## src/hdl/lrut_pkg.sv

```systemverilog
package lrut_pkg;

   localparam int DATA_BITS   = 32;
   localparam int ACTION_BITS = 2;

   localparam logic [ACTION_BITS-1:0] ACT_GET    = 2'd0;
   localparam logic [ACTION_BITS-1:0] ACT_PUT    = 2'd1;
   localparam logic [ACTION_BITS-1:0] ACT_REMOVE = 2'd2;

   typedef enum logic [1:0] {
      ST_IDLE,
      ST_COMPARE,
      ST_UPDATE
   } state_type;

   typedef struct packed {
      logic capture;
      logic lookup;
      logic commit;
   } cmd_type;

endpackage

```

## src/hdl/lrut_ctrl.sv

```systemverilog
module lrut_ctrl (
   input  logic             clock,
   input  logic             reset,
   input  logic             req_valid,
   output logic             req_stall,
   output logic             rsp_valid,
   input  logic             rsp_stall,
   output lrut_pkg::cmd_type cmd
);

   lrut_pkg::state_type state_ff, state_in;
   logic                rsp_valid_ff, rsp_valid_in;
   logic                out_free;

   always_ff @(posedge clock) begin
      if (reset) begin
         state_ff     <= lrut_pkg::ST_IDLE;
         rsp_valid_ff <= 1'b0;
      end else begin
         state_ff     <= state_in;
         rsp_valid_ff <= rsp_valid_in;
      end
   end

   always_comb begin
      out_free    = !rsp_valid_ff || !rsp_stall;
      state_in    = state_ff;
      req_stall   = 1'b1;
      cmd.capture = 1'b0;
      cmd.lookup  = 1'b0;
      cmd.commit  = 1'b0;
      unique case (state_ff)
         lrut_pkg::ST_IDLE: begin
            req_stall = 1'b0;
            if (req_valid) begin
               cmd.capture = 1'b1;
               state_in    = lrut_pkg::ST_COMPARE;
            end
         end
         lrut_pkg::ST_COMPARE: begin
            cmd.lookup = 1'b1;
            state_in   = lrut_pkg::ST_UPDATE;
         end
         lrut_pkg::ST_UPDATE: begin
            if (out_free) begin
               cmd.commit = 1'b1;
               req_stall  = 1'b0;
               if (req_valid) begin
                  cmd.capture = 1'b1;
                  state_in    = lrut_pkg::ST_COMPARE;
               end else begin
                  state_in = lrut_pkg::ST_IDLE;
               end
            end
         end
         default: begin
            state_in = lrut_pkg::ST_IDLE;
         end
      endcase
      rsp_valid_in = cmd.commit || (rsp_valid_ff && rsp_stall);
   end

   assign rsp_valid = rsp_valid_ff;

endmodule

```

## src/hdl/lrut_datapath.sv

```systemverilog
module lrut_datapath #(
   parameter int ENTRIES  = 16,
   parameter int KEY_BITS = 32
) (
   input  logic                                clock,
   input  logic                                reset,
   input  lrut_pkg::cmd_type                   cmd,
   input  logic [lrut_pkg::ACTION_BITS-1:0]    req_action,
   input  logic [lrut_pkg::DATA_BITS-1:0]      req_lookup_key,
   input  logic [lrut_pkg::DATA_BITS-1:0]      req_put_value,
   output logic                                rsp_hit,
   output logic [lrut_pkg::DATA_BITS-1:0]      rsp_found_value,
   output logic                                rsp_evicted,
   output logic [lrut_pkg::DATA_BITS-1:0]      rsp_evicted_key
);

   localparam int IW = $clog2(ENTRIES);
   localparam int CW = $clog2(ENTRIES + 1);
   localparam int DW = lrut_pkg::DATA_BITS;

   logic [lrut_pkg::ACTION_BITS-1:0] action_ff;
   logic [KEY_BITS-1:0]              key_ff;
   logic [DW-1:0]                    value_ff;

   logic [ENTRIES-1:0] valid_ff, valid_in;
   logic [IW-1:0]      rank_ff [ENTRIES];
   logic [IW-1:0]      rank_in [ENTRIES];
   logic [CW-1:0]      count_ff, count_in;
   logic [KEY_BITS-1:0] entry_key [ENTRIES];
   logic [DW-1:0]      value_mem [ENTRIES];

   logic [KEY_BITS+DW-1:0] key_in_wide;
   logic [KEY_BITS+DW-1:0] key_out_wide;

   logic          match_hit;
   logic [IW-1:0] match_idx, free_idx, victim_idx;
   logic          full;

   logic          hit_ff, full_ff;
   logic [IW-1:0] match_idx_ff, slot_ff;
   logic [IW-1:0] match_rank_ff;
   logic [DW-1:0] rd_value_ff, evict_key_ff;

   logic          promote;
   logic          key_we, val_we;
   logic [IW-1:0] val_waddr;

   logic          rsp_hit_ff, rsp_hit_in;
   logic          rsp_evicted_ff, rsp_evicted_in;
   logic [DW-1:0] rsp_found_value_ff, rsp_found_value_in;
   logic [DW-1:0] rsp_evicted_key_ff, rsp_evicted_key_in;

   assign key_in_wide  = {{KEY_BITS{1'b0}}, req_lookup_key};
   assign key_out_wide = {{DW{1'b0}}, entry_key[victim_idx]};
   assign full         = (count_ff == CW'(ENTRIES));

   always_ff @(posedge clock) begin
      if (cmd.capture) begin
         action_ff <= req_action;
         key_ff    <= key_in_wide[KEY_BITS-1:0];
         value_ff  <= req_put_value;
      end
   end

   always_comb begin
      match_hit  = 1'b0;
      match_idx  = '0;
      free_idx   = '0;
      victim_idx = '0;
      for (int i = ENTRIES - 1; i >= 0; i--) begin
         if (valid_ff[i] && entry_key[i] == key_ff) begin
            match_hit = 1'b1;
            match_idx = IW'(i);
         end
         if (!valid_ff[i]) begin
            free_idx = IW'(i);
         end
         if (valid_ff[i] && CW'(rank_ff[i]) == count_ff - CW'(1)) begin
            victim_idx = IW'(i);
         end
      end
   end

   always_ff @(posedge clock) begin
      if (cmd.lookup) begin
         hit_ff        <= match_hit;
         full_ff       <= full;
         match_idx_ff  <= match_idx;
         match_rank_ff <= rank_ff[match_idx];
         slot_ff       <= full ? victim_idx : free_idx;
         evict_key_ff  <= key_out_wide[DW-1:0];
         rd_value_ff   <= value_mem[match_idx];
      end
      if (val_we) begin
         value_mem[val_waddr] <= value_ff;
      end
      if (key_we) begin
         entry_key[slot_ff] <= key_ff;
      end
   end

   always_comb begin
      valid_in  = valid_ff;
      rank_in   = rank_ff;
      count_in  = count_ff;
      promote   = 1'b0;
      key_we    = 1'b0;
      val_we    = 1'b0;
      val_waddr = match_idx_ff;
      if (cmd.commit) begin
         unique case (action_ff)
            lrut_pkg::ACT_GET: begin
               promote = hit_ff;
            end
            lrut_pkg::ACT_PUT: begin
               if (hit_ff) begin
                  promote = 1'b1;
                  val_we  = 1'b1;
               end else begin
                  for (int i = 0; i < ENTRIES; i++) begin
                     if (valid_ff[i] && IW'(i) != slot_ff) begin
                        rank_in[i] = IW'(rank_ff[i] + 1'b1);
                     end
                  end
                  rank_in[slot_ff]  = '0;
                  valid_in[slot_ff] = 1'b1;
                  if (!full_ff) begin
                     count_in = CW'(count_ff + 1'b1);
                  end
                  key_we    = 1'b1;
                  val_we    = 1'b1;
                  val_waddr = slot_ff;
               end
            end
            lrut_pkg::ACT_REMOVE: begin
               if (hit_ff) begin
                  for (int i = 0; i < ENTRIES; i++) begin
                     if (valid_ff[i] && rank_ff[i] > match_rank_ff) begin
                        rank_in[i] = IW'(rank_ff[i] - 1'b1);
                     end
                  end
                  valid_in[match_idx_ff] = 1'b0;
                  rank_in[match_idx_ff]  = '0;
                  count_in = CW'(count_ff - 1'b1);
               end
            end
            default: begin
            end
         endcase
      end
      if (promote) begin
         for (int i = 0; i < ENTRIES; i++) begin
            if (valid_ff[i] && rank_ff[i] < match_rank_ff) begin
               rank_in[i] = IW'(rank_ff[i] + 1'b1);
            end
         end
         rank_in[match_idx_ff] = '0;
      end
   end

   always_ff @(posedge clock) begin
      if (reset) begin
         valid_ff <= '0;
         count_ff <= '0;
         for (int i = 0; i < ENTRIES; i++) begin
            rank_ff[i] <= '0;
         end
      end else begin
         valid_ff <= valid_in;
         count_ff <= count_in;
         rank_ff  <= rank_in;
      end
   end

   always_comb begin
      rsp_hit_in         = 1'b0;
      rsp_found_value_in = '0;
      rsp_evicted_in     = 1'b0;
      rsp_evicted_key_in = '0;
      unique case (action_ff)
         lrut_pkg::ACT_GET: begin
            rsp_hit_in = hit_ff;
            if (hit_ff) begin
               rsp_found_value_in = rd_value_ff;
            end
         end
         lrut_pkg::ACT_PUT: begin
            rsp_hit_in = hit_ff;
            if (!hit_ff && full_ff) begin
               rsp_evicted_in     = 1'b1;
               rsp_evicted_key_in = evict_key_ff;
            end
         end
         lrut_pkg::ACT_REMOVE: begin
            rsp_hit_in = hit_ff;
         end
         default: begin
         end
      endcase
   end

   always_ff @(posedge clock) begin
      if (cmd.commit) begin
         rsp_hit_ff         <= rsp_hit_in;
         rsp_found_value_ff <= rsp_found_value_in;
         rsp_evicted_ff     <= rsp_evicted_in;
         rsp_evicted_key_ff <= rsp_evicted_key_in;
      end
   end

   assign rsp_hit         = rsp_hit_ff;
   assign rsp_found_value = rsp_found_value_ff;
   assign rsp_evicted     = rsp_evicted_ff;
   assign rsp_evicted_key = rsp_evicted_key_ff;

endmodule

```

## src/hdl/lru_lookup_table.sv

```systemverilog
// Fully associative key-to-value table of ENTRIES entries kept in least-recently-used
// order. Each accepted item passes through a compare state, which compares the key
// against every entry in parallel and reads the value memory, then an update state,
// which updates the recency ranks and writes the table while the result register is
// loaded. A new item is accepted in the update state of the previous one as long as
// the result side takes each result; a result waiting in the output register holds
// the update of the item behind it. Keys are compared on their low KEY_BITS bits.
module lru_lookup_table #(
   parameter int ENTRIES  = 16,
   parameter int KEY_BITS = 32
) (
   input  logic        clock,
   input  logic        reset,
   input  logic        req_valid,
   output logic        req_stall,
   input  logic [1:0]  req_action,
   input  logic [31:0] req_lookup_key,
   input  logic [31:0] req_put_value,
   output logic        rsp_valid,
   input  logic        rsp_stall,
   output logic        rsp_hit,
   output logic [31:0] rsp_found_value,
   output logic        rsp_evicted,
   output logic [31:0] rsp_evicted_key
);

   lrut_pkg::cmd_type cmd;

   lrut_ctrl u_ctrl (
      .clock     (clock),
      .reset     (reset),
      .req_valid (req_valid),
      .req_stall (req_stall),
      .rsp_valid (rsp_valid),
      .rsp_stall (rsp_stall),
      .cmd       (cmd)
   );

   lrut_datapath #(
      .ENTRIES  (ENTRIES),
      .KEY_BITS (KEY_BITS)
   ) u_datapath (
      .clock           (clock),
      .reset           (reset),
      .cmd             (cmd),
      .req_action      (req_action),
      .req_lookup_key  (req_lookup_key),
      .req_put_value   (req_put_value),
      .rsp_hit         (rsp_hit),
      .rsp_found_value (rsp_found_value),
      .rsp_evicted     (rsp_evicted),
      .rsp_evicted_key (rsp_evicted_key)
   );

`ifndef ASSERT_OFF
   a_accept_then_lookup: assert property (@(posedge clock) disable iff (reset)
      (req_valid && !req_stall) |=> cmd.lookup)
      else $error("accepted item was not followed by a lookup");

   a_commit_shows_result: assert property (@(posedge clock) disable iff (reset)
      cmd.commit |=> rsp_valid)
      else $error("committed item did not present a result");

   a_evict_only_on_miss: assert property (@(posedge clock) disable iff (reset)
      (rsp_valid && rsp_evicted) |-> !rsp_hit)
      else $error("eviction reported together with a hit");

   a_value_only_on_hit: assert property (@(posedge clock) disable iff (reset)
      (rsp_valid && rsp_found_value != 32'd0) |-> rsp_hit)
      else $error("value returned without a hit");
`endif

endmodule
```

## config.mk

```make
export PLATFORM = sky130hd
export DESIGN_NAME = lru_lookup_table
export DESIGN_NICKNAME = d
export VERILOG_FILES = /design/src/hdl/lrut_pkg.sv /design/src/hdl/lrut_ctrl.sv /design/src/hdl/lrut_datapath.sv /design/src/hdl/lru_lookup_table.sv
export SDC_FILE = /design/constraint.sdc
export NUM_CORES = 2
export LEC_CHECK = 0
export ABC_AREA = 1
export BUFFER_PORTS_ARGS = -buffer_cell sky130_fd_sc_hd__buf_2
export CORE_MARGIN = 2
export CORE_UTILIZATION = 35
export CTS_BUF_LIST = sky130_fd_sc_hd__clkbuf_8
export DETAILED_ROUTE_END_ITERATION = 10
export GPL_TIMING_DRIVEN = 0
export SYNTH_ARGS = -nofsm -noshare
export SYNTH_HDL_FRONTEND = slang
export SYNTH_SLANG_ARGS = --single-unit
```

## constraint.sdc

```tcl
create_clock -name clock -period 6.8 [get_ports clock]
set_input_delay 0.34 -clock clock [delete_from_list [all_inputs] [get_ports clock]]
set_output_delay 0.34 -clock clock [all_outputs]
set_load 0.01 [all_outputs]
```

==> impl.org <==
** Run status
- The flow ran to the end, but the final reports show violations.
- Failing checks :: capacitance limit, slew limit, setup timing

** Die
- For this configuration, the core starts out at a cell density of 35.16%.
- In this run the standard cell core region covers 192,200 um2.
- The die covers 196,600 um2.
- Die height :: 443.4 um
- For this design the top-level I/O count stands at 138.
- The floorplan has 161 rows.
- DIE WIDTH :: 443.4 um

** Yosys
- By area the synthesized netlist is led by edfxtp_1 55%, nand2_1 11%, nand3_1 8.2%, inv_1 4.2%, dfxtp_1 2.6%.
- Instance count of the mapped netlist :: 7,272
- Yosys warning count :: 0
- The share of synthesized area in the top cell type comes to 54.84%.
- Counting every net in the synthesized netlist gives 7,445.
- Counting flops and latches in the post-synthesis netlist gives 1,322.
- The mapped netlist covers 67,580 um2.
- Synth unique cells :: 58
- Count of flip-flops with a built-in enable after synthesis :: 1,234
- For this run, asynchronously set or reset flops after synthesis account for 0%.
- Avg Synthesized Cell Area :: 9.293 um2
- Summed over all instances, the cell type with the most area after synthesis is edfxtp_1.
- Post-synthesis sequential area ratio :: 57.44%
- For this run, the leading register cell type out of synthesis is edfxtp_1.

** Place
- # port buffers :: 137
- Sum of net half-perimeters after detailed placement :: 236,600 um
- Before CTS, the worst setup slack after placement is 0.1102 ns.
- At the end of routability-driven placement, the weighted congestion stood at 1.048.
- Placed Instance Area :: 73,340 um2

** Drt
- Final Routed Wirelength :: 328,100 um
- Count of routing violations after the opening detailed-route iteration :: 9,748
- The final route contains 61,415 vias.
- Iteration count of the initial detailed-routing pass :: 6
- For this run, design rule violations remaining after detail routing come to 0.
- Number of nets still failing antenna checks after routing :: 0
- Dividing the detail-routed via count by the number of cells gives 5.803.
- Wirelength per Cell :: 31.00 um

** Setup path
- Along the worst path, the maximum fanout reaches 17.
- The worst setup path is captured at a register.
- Cell family contributing the most delay on the critical path :: simple AND/OR/NAND/NOR gates
- Buffer and inverter count on the worst path :: 4
- The largest single stage delay on the critical path is 1.51 ns.
- For the worst setup path, the data arrival time is 7.86 ns.
- The worst setup path is of the register to register kind.
- The slowest stage of the critical path is the edfxtp_1 cell.
- Cell repeated most along the worst path :: nand2_1
- Required time worst endpoint :: 7.55 ns
- Kind of launch point of the worst setup path :: register
- The signal on the critical path passes through buf_2 > buf_2 > o22ai_1 > or4_1 > nor4_1 > nand4_1 > nand2_1 > nand2_1 > nand2_1 > nand2_2 > nand2_2 > buf_2 > buf_4 > o21ai_1 > nand2_1 > nand3_1 > nand3_1 > nand2_1.

** Pwr
- Peak VDD IR :: 0.1960 mV
- Leak :: 31.32 nW
- Post-layout total power :: 17.33 mW
- Dividing total power by cell area gives a power density of 218.7 nW/um2.

** Global route
- Overall global routing resource usage :: 32.46%
- GRT Residual Overflow :: 0
- The initial antenna violation count came to 29.
- Via count of the first global-routing pass :: 56,666
- Largest net degree at the start of global routing :: 43
- First-pass GRT wire length :: 447,600 um

** STA
- In the post-route analysis, the smallest setup slack over all paths is -0.3132 ns.
- Maximum clock rate :: 0.1406 GHz
- The final hold violation count was 0.
- Measured against its own limit, the worst slew margin works out to -15.31%.
- The worst path uses 104.6% of the clock period.
- Number of max-slew violations in the final report :: 79
- Least-Margin Pin Slew :: 1.730 ns
- After layout, the minimum clock period comes to 7.113 ns.
- Final hold slack :: 0.1242 ns
- Setup repair after global routing missed its margin :: no
- Across the routed clock network, the largest skew measured is 0.1020 ns.
- Setup violations remaining at the end of the flow were counted as 24.

** Layout
- Fraction of final layout cells sized beyond drive strength 1 :: 9.896%
- Post-route design area :: 79,220 um2
- Relative area change from synthesis to final layout :: 17.23%
- The net count of the finished layout is 8,032.
- Cells fill 41.22% of the core in the end.

** Clock tree
- The clock net in this run drives a total of 1,322 sinks.
- The clock reaches the later pin of the worst-skew pair after 1.09 ns.
- Count of H-tree levels built during CTS :: 4
- TritonCTS built the clock tree.
- The tree is rooted in a clkbuf_8.
- Buffers inserted during clock tree synthesis total 229.
- Clock-pin slew was measured on the worst setup and hold paths at 0.06 ns.
- Counting along the longest clock path gives a buffer depth of 3.

** Job
- Max-cap violations :: 7

** Worst hold path
- The min-delay analysis places its worst path in the category primary input to register.
repair_timing:
| item | CTS | global route |
|---|---|---|
| hold endpoints to repair | 176 | 0 |
| buffers inserted | 0 | 4 |
| hold buffers | 134 | 0 |
| endpoints found under the setup margin | 0 | 32 |
| gates resized for setup | 0 | 7 |
sequential cells by signal, indices dropped and copies added (netlist names), 2 cells and up:
| signal | flops |
|---|---|
| u_datapath.rank_ff | 64 |
| u_ctrl.state_ff | 2 |
| u_datapath.rd_value_ff | 32 |
| u_datapath.rsp_found_value | 32 |
| u_datapath.evict_key_ff | 32 |
| u_datapath.key_ff | 32 |
| u_datapath.count_ff | 5 |
| u_datapath.value_ff | 32 |
| u_datapath.slot_ff | 4 |
| u_datapath.value_mem | 512 |
| u_datapath.match_idx_ff | 4 |
| u_datapath.entry_key | 512 |
| u_datapath.action_ff | 2 |
| u_datapath.rsp_evicted_key | 32 |
| u_datapath.valid_ff | 16 |
| u_datapath.match_rank_ff | 4 |
cells in the final DEF (no fill, tap or decap), drive strengths merged, types with 8 or more instances in the layout:
cell / count
o2111ai: 14
dfxtp: 88
clkbuf: 407
a311oi: 8
inv: 853
xor2: 90
a31oi: 11
o211ai: 45
nor3: 78
dlygate4sd3: 134
nand2: 1932
nand3: 1108
nand4: 57
nand3b: 48
o221ai: 18
edfxtp: 1234
a211oi: 49
buf: 467
or2: 8
o22ai: 215
nor4: 62
a21oi: 148
diode: 14
a221oi: 41
nor2: 336
xnor2: 120
o21ai: 204
ha: 103
clkinv: 102
per-stage QoR:
step	TNS (ns)	cells
floorplan	0	7272
global placement	-3624.93	9935
detailed placement	0	10014
CTS	0	10564
global route	0	10573
finish	-1.902	10584
worst reg2reg max path, cell delays in order, from the launching register on:
cell      delay (ns)
edfxtp_1        1.51
buf_2           0.56
buf_2           0.59
o22ai_1         0.20
or4_1           0.54
nor4_1          0.50
nand4_1         0.55
nand2_1         0.21
nand2_1         0.07
nand2_1         0.07
nand2_2         0.26
nand2_2         0.24
buf_2           0.47
buf_4           0.31
o21ai_1         0.23
nand2_1         0.13
nand3_1         0.16
nand3_1         0.14
nand2_1         0.07
final cells by class:
type / count / area [um2]
fill: 19085 / 113000
sequential: 1322 / 38820
multi-input combinational: 4750 / 24100
timing repair buffer: 356 / 3792
clock buffer: 240 / 3303
tap: 2526 / 3161
inverter: 788 / 2963
buffer: 412 / 1954
clock inverter: 176 / 1095
antenna: 14 / 35.03
Yosys cell counts (4+ instances only):
library cell and instances:
inv_1 762, xnor2_1 119, xor2_1 89, nand3b_1 48, buf_6 4, clkinv_1 16
edfxtp_1 1234, o21ai_1 54, o31ai_1 7, ha_1 103, nand4_1 57, and2_1 5
buf_4 40, or2_2 8, o32ai_1 5, o22ai_1 215, nor2_1 335, o2111ai_1 14
o221ai_1 18, dfxtp_1 88, a211oi_1 49, nand2_1 1926, nor4_1 60, o21ai_0 150
a311oi_1 8, nor3_1 78, a221oi_1 41, inv_2 9, or4_1 5, buf_2 177
nand3_1 1108, buf_1 25, a22o_1 6, nand2_2 4, a31oi_1 11, clkbuf_1 164
o211ai_1 45, a32o_1 6, a21oi_1 148
final timing paths:
| check | slack, ns | endpoint | cells past startpoint | start |
|---|---|---|---|---|
| worst max register to register | -0.31 | u_datapath.match_rank_ff[3] | 18 | u_datapath.key_ff[27] |
| worst min register to register | 0.45 | u_ctrl.state_ff[1] | 1 | u_ctrl.state_ff[0] |
| worst max-delay path | -0.31 | u_datapath.match_rank_ff[3] | 18 | u_datapath.key_ff[27] |
| worst min-delay path | 0.12 | u_ctrl.rsp_valid | 4 | rsp_stall |
power by group:
group / internal (mW) / leakage (nW) / switching [mW]
clock network: 3.57 / 2.50 / 3.69
registers: 8.95 / 11.9 / 0.157
logic: 0.265 / 16.9 / 0.686
total: 12.8 / 31.3 / 4.54
metal layers:
metal / up-vias / track usage (%) / wire length [um]
met1: 29881 / 43.45 / 129700
met3: 895 / 10.03 / 41720
met2: 4341 / 46.68 / 136000
met5: - / 0 / 46
met4: 6 / 17.69 / 20750
li1: 26292 / - / -
logic make-up (layout without fill, tap and decap cells):
| group | count (synthesis) | count (layout) | share of synthesized area [%] |
|---|---|---|---|
| simple gates | 3648 | 3648 | 23.36 |
| flops | 1322 | 1322 | 57.44 |
| other cells | 0 | 14 | 0 |
| fa+ha+maj | 103 | 103 | 1.907 |
| buf+inv | 1200 | 1972 | 7.267 |
| xor+xnor | 210 | 210 | 2.777 |
| compound gates | 789 | 789 | 7.247 |
Power figures use the tool's default switching activity.
